--- config.mk ---
export PLATFORM = sky130hd
export DESIGN_NAME = two_wire_sensor_measure_master
export DESIGN_NICKNAME = d
export VERILOG_FILES = /design/src/rtl/tws_pkg.sv /design/src/rtl/tws_step.sv /design/src/rtl/two_wire_sensor_measure_master.sv
export SDC_FILE = /design/constraint.sdc
export NUM_CORES = 1
export LEC_CHECK = 0
export BUFFER_PORTS_ARGS = -buffer_cell sky130_fd_sc_hd__clkbuf_2
export CAP_MARGIN = 5
export CORE_MARGIN = 10
export CORE_UTILIZATION = 65
export CTS_CLUSTER_SIZE = 28
export DETAILED_ROUTE_END_ITERATION = 10
export PLACE_DENSITY = 0.86
export SLEW_MARGIN = 20
export SYNTH_ARGS = -nofsm -noshare
export SYNTH_HDL_FRONTEND = slang
export SYNTH_SLANG_ARGS = --single-unit
--- constraint.sdc ---
create_clock -name i_clk -period 9.7 [get_ports i_clk]
set_input_delay 0.97 -clock i_clk [delete_from_list [all_inputs] [get_ports i_clk]]
set_output_delay 0.97 -clock i_clk [all_outputs]
set_load 0.1 [all_outputs]
--- src/rtl/tws_pkg.sv ---
`default_nettype none
package tws_pkg;

    // command bytes
    localparam logic [7:0] CMD_TEMP = 8'h03;
    localparam logic [7:0] CMD_HUMI = 8'h05;

    // configuration register indexes and reset values
    localparam int unsigned CFG_IDX_W = 1;
    localparam logic [CFG_IDX_W-1:0] REG_HALF_PERIOD = 1'b0;
    localparam logic [CFG_IDX_W-1:0] REG_TIMEOUT     = 1'b1;
    localparam logic [7:0]  HALF_PERIOD_RST = 8'd4;
    localparam logic [31:0] TIMEOUT_RST     = 32'hFFFF_FFFF;

    // sequencer phase codes
    localparam logic [3:0] PH_IDLE    = 4'd0;
    localparam logic [3:0] PH_RST_HI  = 4'd1;
    localparam logic [3:0] PH_RST_LO  = 4'd2;
    localparam logic [3:0] PH_TS      = 4'd3;
    localparam logic [3:0] PH_WR_LO   = 4'd4;
    localparam logic [3:0] PH_WR_HI   = 4'd5;
    localparam logic [3:0] PH_ACK_LO  = 4'd6;
    localparam logic [3:0] PH_ACK_HI  = 4'd7;
    localparam logic [3:0] PH_WAIT    = 4'd8;
    localparam logic [3:0] PH_RD_LO   = 4'd9;
    localparam logic [3:0] PH_RD_HI   = 4'd10;
    localparam logic [3:0] PH_ACKR_LO = 4'd11;
    localparam logic [3:0] PH_ACKR_HI = 4'd12;
    localparam logic [3:0] PH_DONE    = 4'd13;

    typedef struct packed {
        logic start_req;
        logic func;
        logic reset_first;
        logic data_in;
    } t_item;

    typedef struct packed {
        logic        sck;
        logic        data_pull_low;
        logic        busy_res;
        logic        done_res;
        logic        nack_error;
        logic        timeout_error;
        logic [15:0] measurement;
        logic [7:0]  checksum;
    } t_result;

    typedef struct packed {
        logic [7:0]  half_period_ticks;
        logic [31:0] ready_timeout_ticks;
    } t_cfg;

endpackage
`default_nettype wire

--- src/rtl/tws_step.sv ---
`default_nettype none
module tws_step (
    input  wire logic            i_clk,
    input  wire logic            i_rst_n,
    input  wire logic            i_en,
    input  wire tws_pkg::t_item  i_item,
    input  wire tws_pkg::t_cfg   i_cfg,
    output tws_pkg::t_result     o_res
);
    import tws_pkg::*;

    logic [3:0]  r_phase, n_phase;
    logic [7:0]  r_td, n_td;
    logic [3:0]  r_bit, n_bit;
    logic [1:0]  r_byte, n_byte;
    logic [7:0]  r_shift, n_shift;
    logic [31:0] r_wait, n_wait;
    logic [15:0] r_result, n_result;
    logic [7:0]  r_chk, n_chk;
    logic [1:0]  r_err, n_err;
    logic [7:0]  r_cmd, n_cmd;

    logic [7:0]  w_len;
    logic [31:0] w_limit;
    logic        w_end;
    logic        w_wait_end;
    logic        w_wr_pull;
    logic        w_slot;
    logic        w_accept;

    // zero in a length register acts as one
    assign w_len      = (i_cfg.half_period_ticks == 8'd0) ? 8'd1 : i_cfg.half_period_ticks;
    assign w_limit    = (i_cfg.ready_timeout_ticks == 32'd0) ? 32'd1
                                                              : i_cfg.ready_timeout_ticks;
    assign w_end      = ({1'b0, r_td} + 9'd1) >= {1'b0, w_len};
    assign w_wait_end = ({1'b0, r_wait} + 33'd1) >= {1'b0, w_limit};
    // command bit msb first, a one releases the line
    assign w_wr_pull  = ~r_cmd[3'd7 - r_bit[2:0]];

    // one tick of the bus sequencer
    always_comb begin
        n_phase  = r_phase;
        n_td     = r_td;
        n_bit    = r_bit;
        n_byte   = r_byte;
        n_shift  = r_shift;
        n_wait   = r_wait;
        n_result = r_result;
        n_chk    = r_chk;
        n_err    = r_err;
        n_cmd    = r_cmd;
        o_res    = '0;
        o_res.busy_res = 1'b1;
        w_slot   = 1'b1;
        w_accept = 1'b0;

        unique case (r_phase)
            PH_IDLE: begin
                o_res.busy_res = 1'b0;
                w_slot   = 1'b0;
                n_td     = 8'd0;
                w_accept = 1'b1;
            end
            PH_DONE: begin
                o_res.busy_res      = 1'b0;
                o_res.done_res      = 1'b1;
                o_res.measurement   = r_result;
                o_res.checksum      = r_chk;
                o_res.nack_error    = r_err[0];
                o_res.timeout_error = r_err[1];
                w_slot   = 1'b0;
                n_phase  = PH_IDLE;
                n_td     = 8'd0;
                w_accept = 1'b1;
            end
            PH_RST_HI: begin
                o_res.sck = 1'b1;
                if (w_end) n_phase = PH_RST_LO;
            end
            PH_RST_LO: begin
                if (w_end) begin
                    if (r_bit >= 4'd8) begin
                        n_bit   = 4'd0;
                        n_phase = PH_TS;
                    end else begin
                        n_bit   = r_bit + 4'd1;
                        n_phase = PH_RST_HI;
                    end
                end
            end
            PH_TS: begin
                o_res.sck           = (r_bit != 4'd2);
                o_res.data_pull_low = (r_bit >= 4'd1) && (r_bit <= 4'd3);
                if (w_end) begin
                    if (r_bit >= 4'd4) begin
                        n_bit   = 4'd0;
                        n_phase = PH_WR_LO;
                    end else begin
                        n_bit = r_bit + 4'd1;
                    end
                end
            end
            PH_WR_LO: begin
                o_res.data_pull_low = w_wr_pull;
                if (w_end) n_phase = PH_WR_HI;
            end
            PH_WR_HI: begin
                o_res.sck           = 1'b1;
                o_res.data_pull_low = w_wr_pull;
                if (w_end) begin
                    if (r_bit >= 4'd7) begin
                        n_bit   = 4'd0;
                        n_phase = PH_ACK_LO;
                    end else begin
                        n_bit   = r_bit + 4'd1;
                        n_phase = PH_WR_LO;
                    end
                end
            end
            PH_ACK_LO: begin
                if (w_end) n_phase = PH_ACK_HI;
            end
            PH_ACK_HI: begin
                o_res.sck = 1'b1;
                if (w_end) begin
                    if (i_item.data_in) n_err[0] = 1'b1;
                    n_wait  = 32'd0;
                    n_phase = PH_WAIT;
                end
            end
            PH_WAIT: begin
                w_slot = 1'b0;
                n_td   = 8'd0;
                if (!i_item.data_in || w_wait_end) begin
                    if (i_item.data_in) n_err[1] = 1'b1;
                    n_bit   = 4'd0;
                    n_byte  = 2'd0;
                    n_shift = 8'd0;
                    n_phase = PH_RD_LO;
                end else begin
                    n_wait = r_wait + 32'd1;
                end
            end
            PH_RD_LO: begin
                if (w_end) n_phase = PH_RD_HI;
            end
            PH_RD_HI: begin
                o_res.sck = 1'b1;
                if (w_end) begin
                    n_shift = {r_shift[6:0], i_item.data_in};
                    if (r_bit >= 4'd7) begin
                        n_bit   = 4'd0;
                        n_phase = PH_ACKR_LO;
                    end else begin
                        n_bit   = r_bit + 4'd1;
                        n_phase = PH_RD_LO;
                    end
                end
            end
            PH_ACKR_LO: begin
                o_res.data_pull_low = (r_byte < 2'd2);
                if (w_end) n_phase = PH_ACKR_HI;
            end
            PH_ACKR_HI: begin
                o_res.sck           = 1'b1;
                o_res.data_pull_low = (r_byte < 2'd2);
                if (w_end) begin
                    if (r_byte == 2'd0) n_result = {r_shift, 8'h00};
                    else if (r_byte == 2'd1) n_result = {r_result[15:8], r_shift};
                    else n_chk = r_shift;
                    if (r_byte >= 2'd2) begin
                        n_phase = PH_DONE;
                    end else begin
                        n_byte  = r_byte + 2'd1;
                        n_shift = 8'd0;
                        n_phase = PH_RD_LO;
                    end
                end
            end
            default: begin
                // unused phase codes fall back to idle
                o_res.busy_res = 1'b0;
                w_slot  = 1'b0;
                n_td    = 8'd0;
                n_phase = PH_IDLE;
            end
        endcase

        // half-period slot timer
        if (w_slot) n_td = w_end ? 8'd0 : r_td + 8'd1;

        // start of a new transaction
        if (w_accept && i_item.start_req) begin
            n_cmd   = i_item.func ? CMD_HUMI : CMD_TEMP;
            n_err   = 2'd0;
            n_td    = 8'd0;
            n_bit   = 4'd0;
            n_byte  = 2'd0;
            n_shift = 8'd0;
            n_wait  = 32'd0;
            n_phase = i_item.reset_first ? PH_RST_HI : PH_TS;
        end
    end

    // sequencer state, advanced once per item
    always_ff @(posedge i_clk) begin
        if (!i_rst_n) begin
            r_phase  <= PH_IDLE;
            r_td     <= 8'd0;
            r_bit    <= 4'd0;
            r_byte   <= 2'd0;
            r_shift  <= 8'd0;
            r_wait   <= 32'd0;
            r_result <= 16'd0;
            r_chk    <= 8'd0;
            r_err    <= 2'd0;
            r_cmd    <= 8'd0;
        end else if (i_en) begin
            r_phase  <= n_phase;
            r_td     <= n_td;
            r_bit    <= n_bit;
            r_byte   <= n_byte;
            r_shift  <= n_shift;
            r_wait   <= n_wait;
            r_result <= n_result;
            r_chk    <= n_chk;
            r_err    <= n_err;
            r_cmd    <= n_cmd;
        end
    end

endmodule
`default_nettype wire

--- src/rtl/two_wire_sensor_measure_master.sv ---
// Two-wire humidity/temperature sensor bus master. Each input item is one bus
// tick and yields exactly one result item carrying the line levels and status
// for that tick; done_res marks the tick that carries measurement, checksum
// and the nack and timeout flags. One item is accepted every cycle while results
// are taken downstream; its result passes through the input register, the
// combinational sequencer step and the result register behind it. While a
// result waits downstream one more item can be taken into the input register;
// after that ready stays low until the result is taken. Configuration (half
// period, ready timeout) is written through the plain write port; the user
// writes it only while the block is idle, the block itself does not enforce it.
`default_nettype none
module two_wire_sensor_measure_master (
    input  wire logic                          i_clk,
    input  wire logic                          i_rst_n,
    // configuration write port
    input  wire logic                          i_cfg_we,
    input  wire logic [tws_pkg::CFG_IDX_W-1:0] i_cfg_idx,
    input  wire logic [31:0]                   i_cfg_data,
    // input item channel
    input  wire logic                          i_valid,
    output logic                               o_ready,
    input  wire logic                          i_start_req,
    input  wire logic                          i_func,
    input  wire logic                          i_reset_first,
    input  wire logic                          i_data_in,
    // result item channel
    output logic                               o_valid,
    input  wire logic                          i_ready,
    output logic                               o_sck,
    output logic                               o_data_pull_low,
    output logic                               o_busy_res,
    output logic                               o_done_res,
    output logic                               o_nack_error,
    output logic                               o_timeout_error,
    output logic [15:0]                        o_measurement,
    output logic [7:0]                         o_checksum
);
    import tws_pkg::*;

    t_cfg    r_cfg;
    logic    r_in_valid;
    t_item   r_in;
    logic    r_out_valid;
    t_result r_out;
    t_result w_res;
    logic    w_advance;

    // configuration registers
    always_ff @(posedge i_clk) begin
        if (!i_rst_n) begin
            r_cfg.half_period_ticks   <= HALF_PERIOD_RST;
            r_cfg.ready_timeout_ticks <= TIMEOUT_RST;
        end else if (i_cfg_we) begin
            unique case (i_cfg_idx)
                REG_HALF_PERIOD: r_cfg.half_period_ticks   <= i_cfg_data[7:0];
                REG_TIMEOUT:     r_cfg.ready_timeout_ticks <= i_cfg_data;
            endcase
        end
    end

    // handshake: the step runs when an item is held and the result slot frees
    assign w_advance = r_in_valid && (!r_out_valid || i_ready);
    assign o_ready   = !r_in_valid || w_advance;

    // input register
    always_ff @(posedge i_clk) begin
        if (!i_rst_n) begin
            r_in_valid <= 1'b0;
        end else if (o_ready) begin
            r_in_valid <= i_valid;
        end
    end

    always_ff @(posedge i_clk) begin
        if (i_valid && o_ready) begin
            r_in <= '{start_req: i_start_req, func: i_func,
                      reset_first: i_reset_first, data_in: i_data_in};
        end
    end

    tws_step u_step (
        .i_clk   (i_clk),
        .i_rst_n (i_rst_n),
        .i_en    (w_advance),
        .i_item  (r_in),
        .i_cfg   (r_cfg),
        .o_res   (w_res)
    );

    // result register
    always_ff @(posedge i_clk) begin
        if (!i_rst_n) begin
            r_out_valid <= 1'b0;
        end else if (w_advance) begin
            r_out_valid <= 1'b1;
        end else if (i_ready) begin
            r_out_valid <= 1'b0;
        end
    end

    always_ff @(posedge i_clk) begin
        if (w_advance) begin
            r_out <= w_res;
        end
    end

    assign o_valid         = r_out_valid;
    assign o_sck           = r_out.sck;
    assign o_data_pull_low = r_out.data_pull_low;
    assign o_busy_res      = r_out.busy_res;
    assign o_done_res      = r_out.done_res;
    assign o_nack_error    = r_out.nack_error;
    assign o_timeout_error = r_out.timeout_error;
    assign o_measurement   = r_out.measurement;
    assign o_checksum      = r_out.checksum;

endmodule
`default_nettype wire

==> flow_metrics.env <==
export IMPL_avgViaCountPerCell=5.88
export IMPL_slew_violations=0
export IMPL_fp_row_count=41
export IMPL_antenna_found_initial=0
export IMPL_finalClockSkew_ps=7.25
export IMPL_yosysSeqAreaShare_pct=42.4
export IMPL_clock_sinks=163
export IMPL_dieArea_sq_mm=0.0181
export IMPL_htreeDepth=4
export IMPL_layout_commonest_cell="dfxtp_1"
export IMPL_n_antenna_cell=0
export IMPL_mostFrequentLayoutCells="dfxtp_1, nand2_1, clkbuf_2"
export IMPL_hold_violations=0
export IMPL_wire_per_inst_um=16.2
export IMPL_gp_congestion=0.880
export IMPL_leakagePower_nw=3.98
export IMPL_netlist_area_sq_mm=0.00851
export IMPL_drive_above_1_share_pct=14.1
export IMPL_crit_path_end_kind="register"
export IMPL_utilization_pct=74.5
export IMPL_timing_fmax_mhz=213
export IMPL_dp_hpwl_mm=13.3
export IMPL_r2r_start="u_step.r_wait[0]$_SDFFE_PN0P_"
export IMPL_grt_max_degree=70
export IMPL_placeableCoreArea_sq_mm=0.0127
export IMPL_hold_buffers=0
export IMPL_ys_types=67
export IMPL_grt_ovfl_total=0
export IMPL_drv_cap=0
export IMPL_min_path_cells=2
export IMPL_rsz0062_at_grt="false"
export IMPL_cp_data_arrival_time_ps=5010
export IMPL_die_h_um=134
export IMPL_ir_drop_v=0.000131
export IMPL_ant_nets=0
export IMPL_drc=0
export IMPL_holdWs_ps=451
export IMPL_worst_path_max_fanout=21
export IMPL_slew_limit_headroom_pct=40.8
export IMPL_worstSetupPathType="reg -> reg"
export IMPL_grt_pass1_vias=6663
export IMPL_ff2ff_setup_slack_ps=5010
export IMPL_io_buffers=73
export IMPL_place_worst_setup_slack_ps=5110
export IMPL_ff2ff_path_depth=13
export IMPL_grt_pass1_wl_mm=31.9
export IMPL_fin_crit_ps=4690
export IMPL_syn2layout_area_growth_pct=11.4
export IMPL_hp_start="u_step.r_result[5]$_SDFFE_PN0P_"
export IMPL_ios=74
export IMPL_synth_fp_nets=1035
export IMPL_setup_violations=0
export IMPL_die_w_um=134
export IMPL_cts_root_buf="clkbuf_16"
export IMPL_crit_required_ps=10020
export IMPL_tritoncts="built"
export IMPL_status="finished, final reports clean"
export IMPL_synth_seq_cells=163
export IMPL_grt_use_total_pct=21.4
export IMPL_ys_flop_type="dfxtp_1"
export IMPL_synth_avg_cell_area_sq_um=9.01
export IMPL_layout_setup_ws_ps=5010
export IMPL_cts_buffer_depth=2
export IMPL_cp_start_kind="register"
export IMPL_start_util_pct=66.9
export IMPL_min_path_type="reg -> reg"
export IMPL_synth_async_sr_flop_share_pct=0
export IMPL_drtIter0Drc=704
export IMPL_tns_ps=0
export IMPL_vias=6922
export IMPL_timing_rr_end="u_step.r_wait[6]$_SDFFE_PN0P_"
export IMPL_syn_inst=944
export IMPL_yosys_warnings=0
export IMPL_clk_pin_slew_ps=70
export IMPL_worstSkewPairLatency_ps=440
export IMPL_synth_edf_count=34
export IMPL_tightest_slew_ps=881
export IMPL_cts_setup_buffers=0
export IMPL_wl_mm=19.0
export IMPL_dr_pass1_iters=5
export IMPL_p_per_area_mw_per_mm2=159
export IMPL_hold_end="u_step.r_result[5]$_SDFFE_PN0P_"
export IMPL_cts_buffers=17
export IMPL_cts_resized_gates=0
export IMPL_period_share_pct=48.3
export IMPL_nets=1084
registers in the layout, summed over array words and instances (netlist names), 8 cells and up:
| signal | count |
|---|---|
| r_cfg | 40 |
| u_step.r_wait | 32 |
| o_measurement | 16 |
| u_step.r_result | 16 |
| o_checksum | 8 |
| u_step.r_chk | 8 |
| u_step.r_shift | 8 |
| u_step.r_td | 8 |
per-layer routing:
metal / vias up / GRT usage [%] / wire, um / part of all wire (%)
met4: 0 / 8.04 / 345 / 1.8
met1: 3207 / 26.0 / 8220 / 43
met2: 208 / 36.1 / 9390 / 49
met5: - / 0 / 0 / 0
li1: 3475 / - / - / -
met3: 32 / 4.82 / 1080 / 5.7
power breakdown:
| group | total [mW] | internal, mW | switching (mW) |
|---|---|---|---|
| combinational | 0.134 | 0.0324 | 0.102 |
| sequential | 0.721 | 0.710 | 0.0107 |
| clock | 0.655 | 0.360 | 0.295 |
| total | 1.51 | 1.10 | 0.407 |
stage by stage:
step	total power [mW]	instance area (sq um)	instances
2_1_floorplan	0.838	8510	944
3_3_place_gp	0.867	8910	1146
3_5_place_dp	0.869	8910	1146
4_1_cts	1.51	9480	1178
5_1_grt	1.56	9480	1178
6_report	1.51	9480	1178
final cells by class:
cell class | instances | area (sq um)
Clock inverter | 15 | 145
Tap cell | 172 | 215
Clock buffer | 17 | 425
Fill cell | 955 | 3240
Timing Repair Buffer | 79 | 410
Inverter | 57 | 214
Sequential cell | 163 | 3600
Multi-Input combinational cell | 675 | 4460
worst max-delay path by stage:
stage	startpoint	end	slack, ps	cells past startpoint
2_1_floorplan	u_step.r_wait[0]$_SDFFE_PN0P_	u_step.r_wait[21]$_SDFFE_PN0P_	5700	15
3_3_place_gp	u_step.r_wait[0]$_SDFFE_PN0P_	u_step.r_wait[21]$_SDFFE_PN0P_	5280	13
3_5_place_dp	u_step.r_wait[0]$_SDFFE_PN0P_	u_step.r_wait[7]$_SDFFE_PN0P_	5110	13
4_1_cts	u_step.r_wait[0]$_SDFFE_PN0P_	u_step.r_wait[6]$_SDFFE_PN0P_	5070	14
5_1_grt	u_step.r_wait[0]$_SDFFE_PN0P_	u_step.r_wait[6]$_SDFFE_PN0P_	4750	14
6_report	u_step.r_wait[0]$_SDFFE_PN0P_	u_step.r_wait[6]$_SDFFE_PN0P_	5010	13
cell usage after synthesis, drive strengths merged (8+ instances only):
library cell  instances  area (sq um)
a21oi                45           225
a221o                 9          90.1
a22o                 12           105
and2                 34           213
and3                 17           111
buf                  15           106
clkbuf               34           128
dfxtp               129          2580
edfxtp               34          1020
ha                   49           613
inv                  56           210
mux2i                34           340
nand2               111           417
nand2b               10          62.6
nand3                25           125
nand4                21           138
nor2                 64           245
nor2b                10          62.6
nor3                 22           110
nor3b                 8          60.1
nor4                 16           130
o211ai               36           270
o21ai                41           205
or2                   8          50.1
or3b                 10          87.6
xnor2                16           140
xor2                 13           114
logic make-up (layout without fill, tap and decap cells):
kind of cell,count (synthesis),count (layout),synth area share (%)
xor gates and xnor gates,29,29,2.99
and+or+nand+nor,375,375,23.2
adders and majority gates,49,49,7.21
buffers and inverters,106,168,5.26
muxes,35,35,4.13
DFF,163,163,42.4
AOI/OAI and AO/OA,187,187,14.9
worst max-delay path, stage by stage, from the launching register on:
cell and delay [ps]:
dfxtp_1 420, ha_1 240, nand4_1 150, or4_1 640, or2_2 390, and2_1 170
or2_2 290, ha_1 300, a21oi_1 130, o21ai_0 130, a211oi_1 620, a31oi_2 250
o21a_2 430, a221o_1 410
No activity file was read; power rests on OpenSTA's default activity.
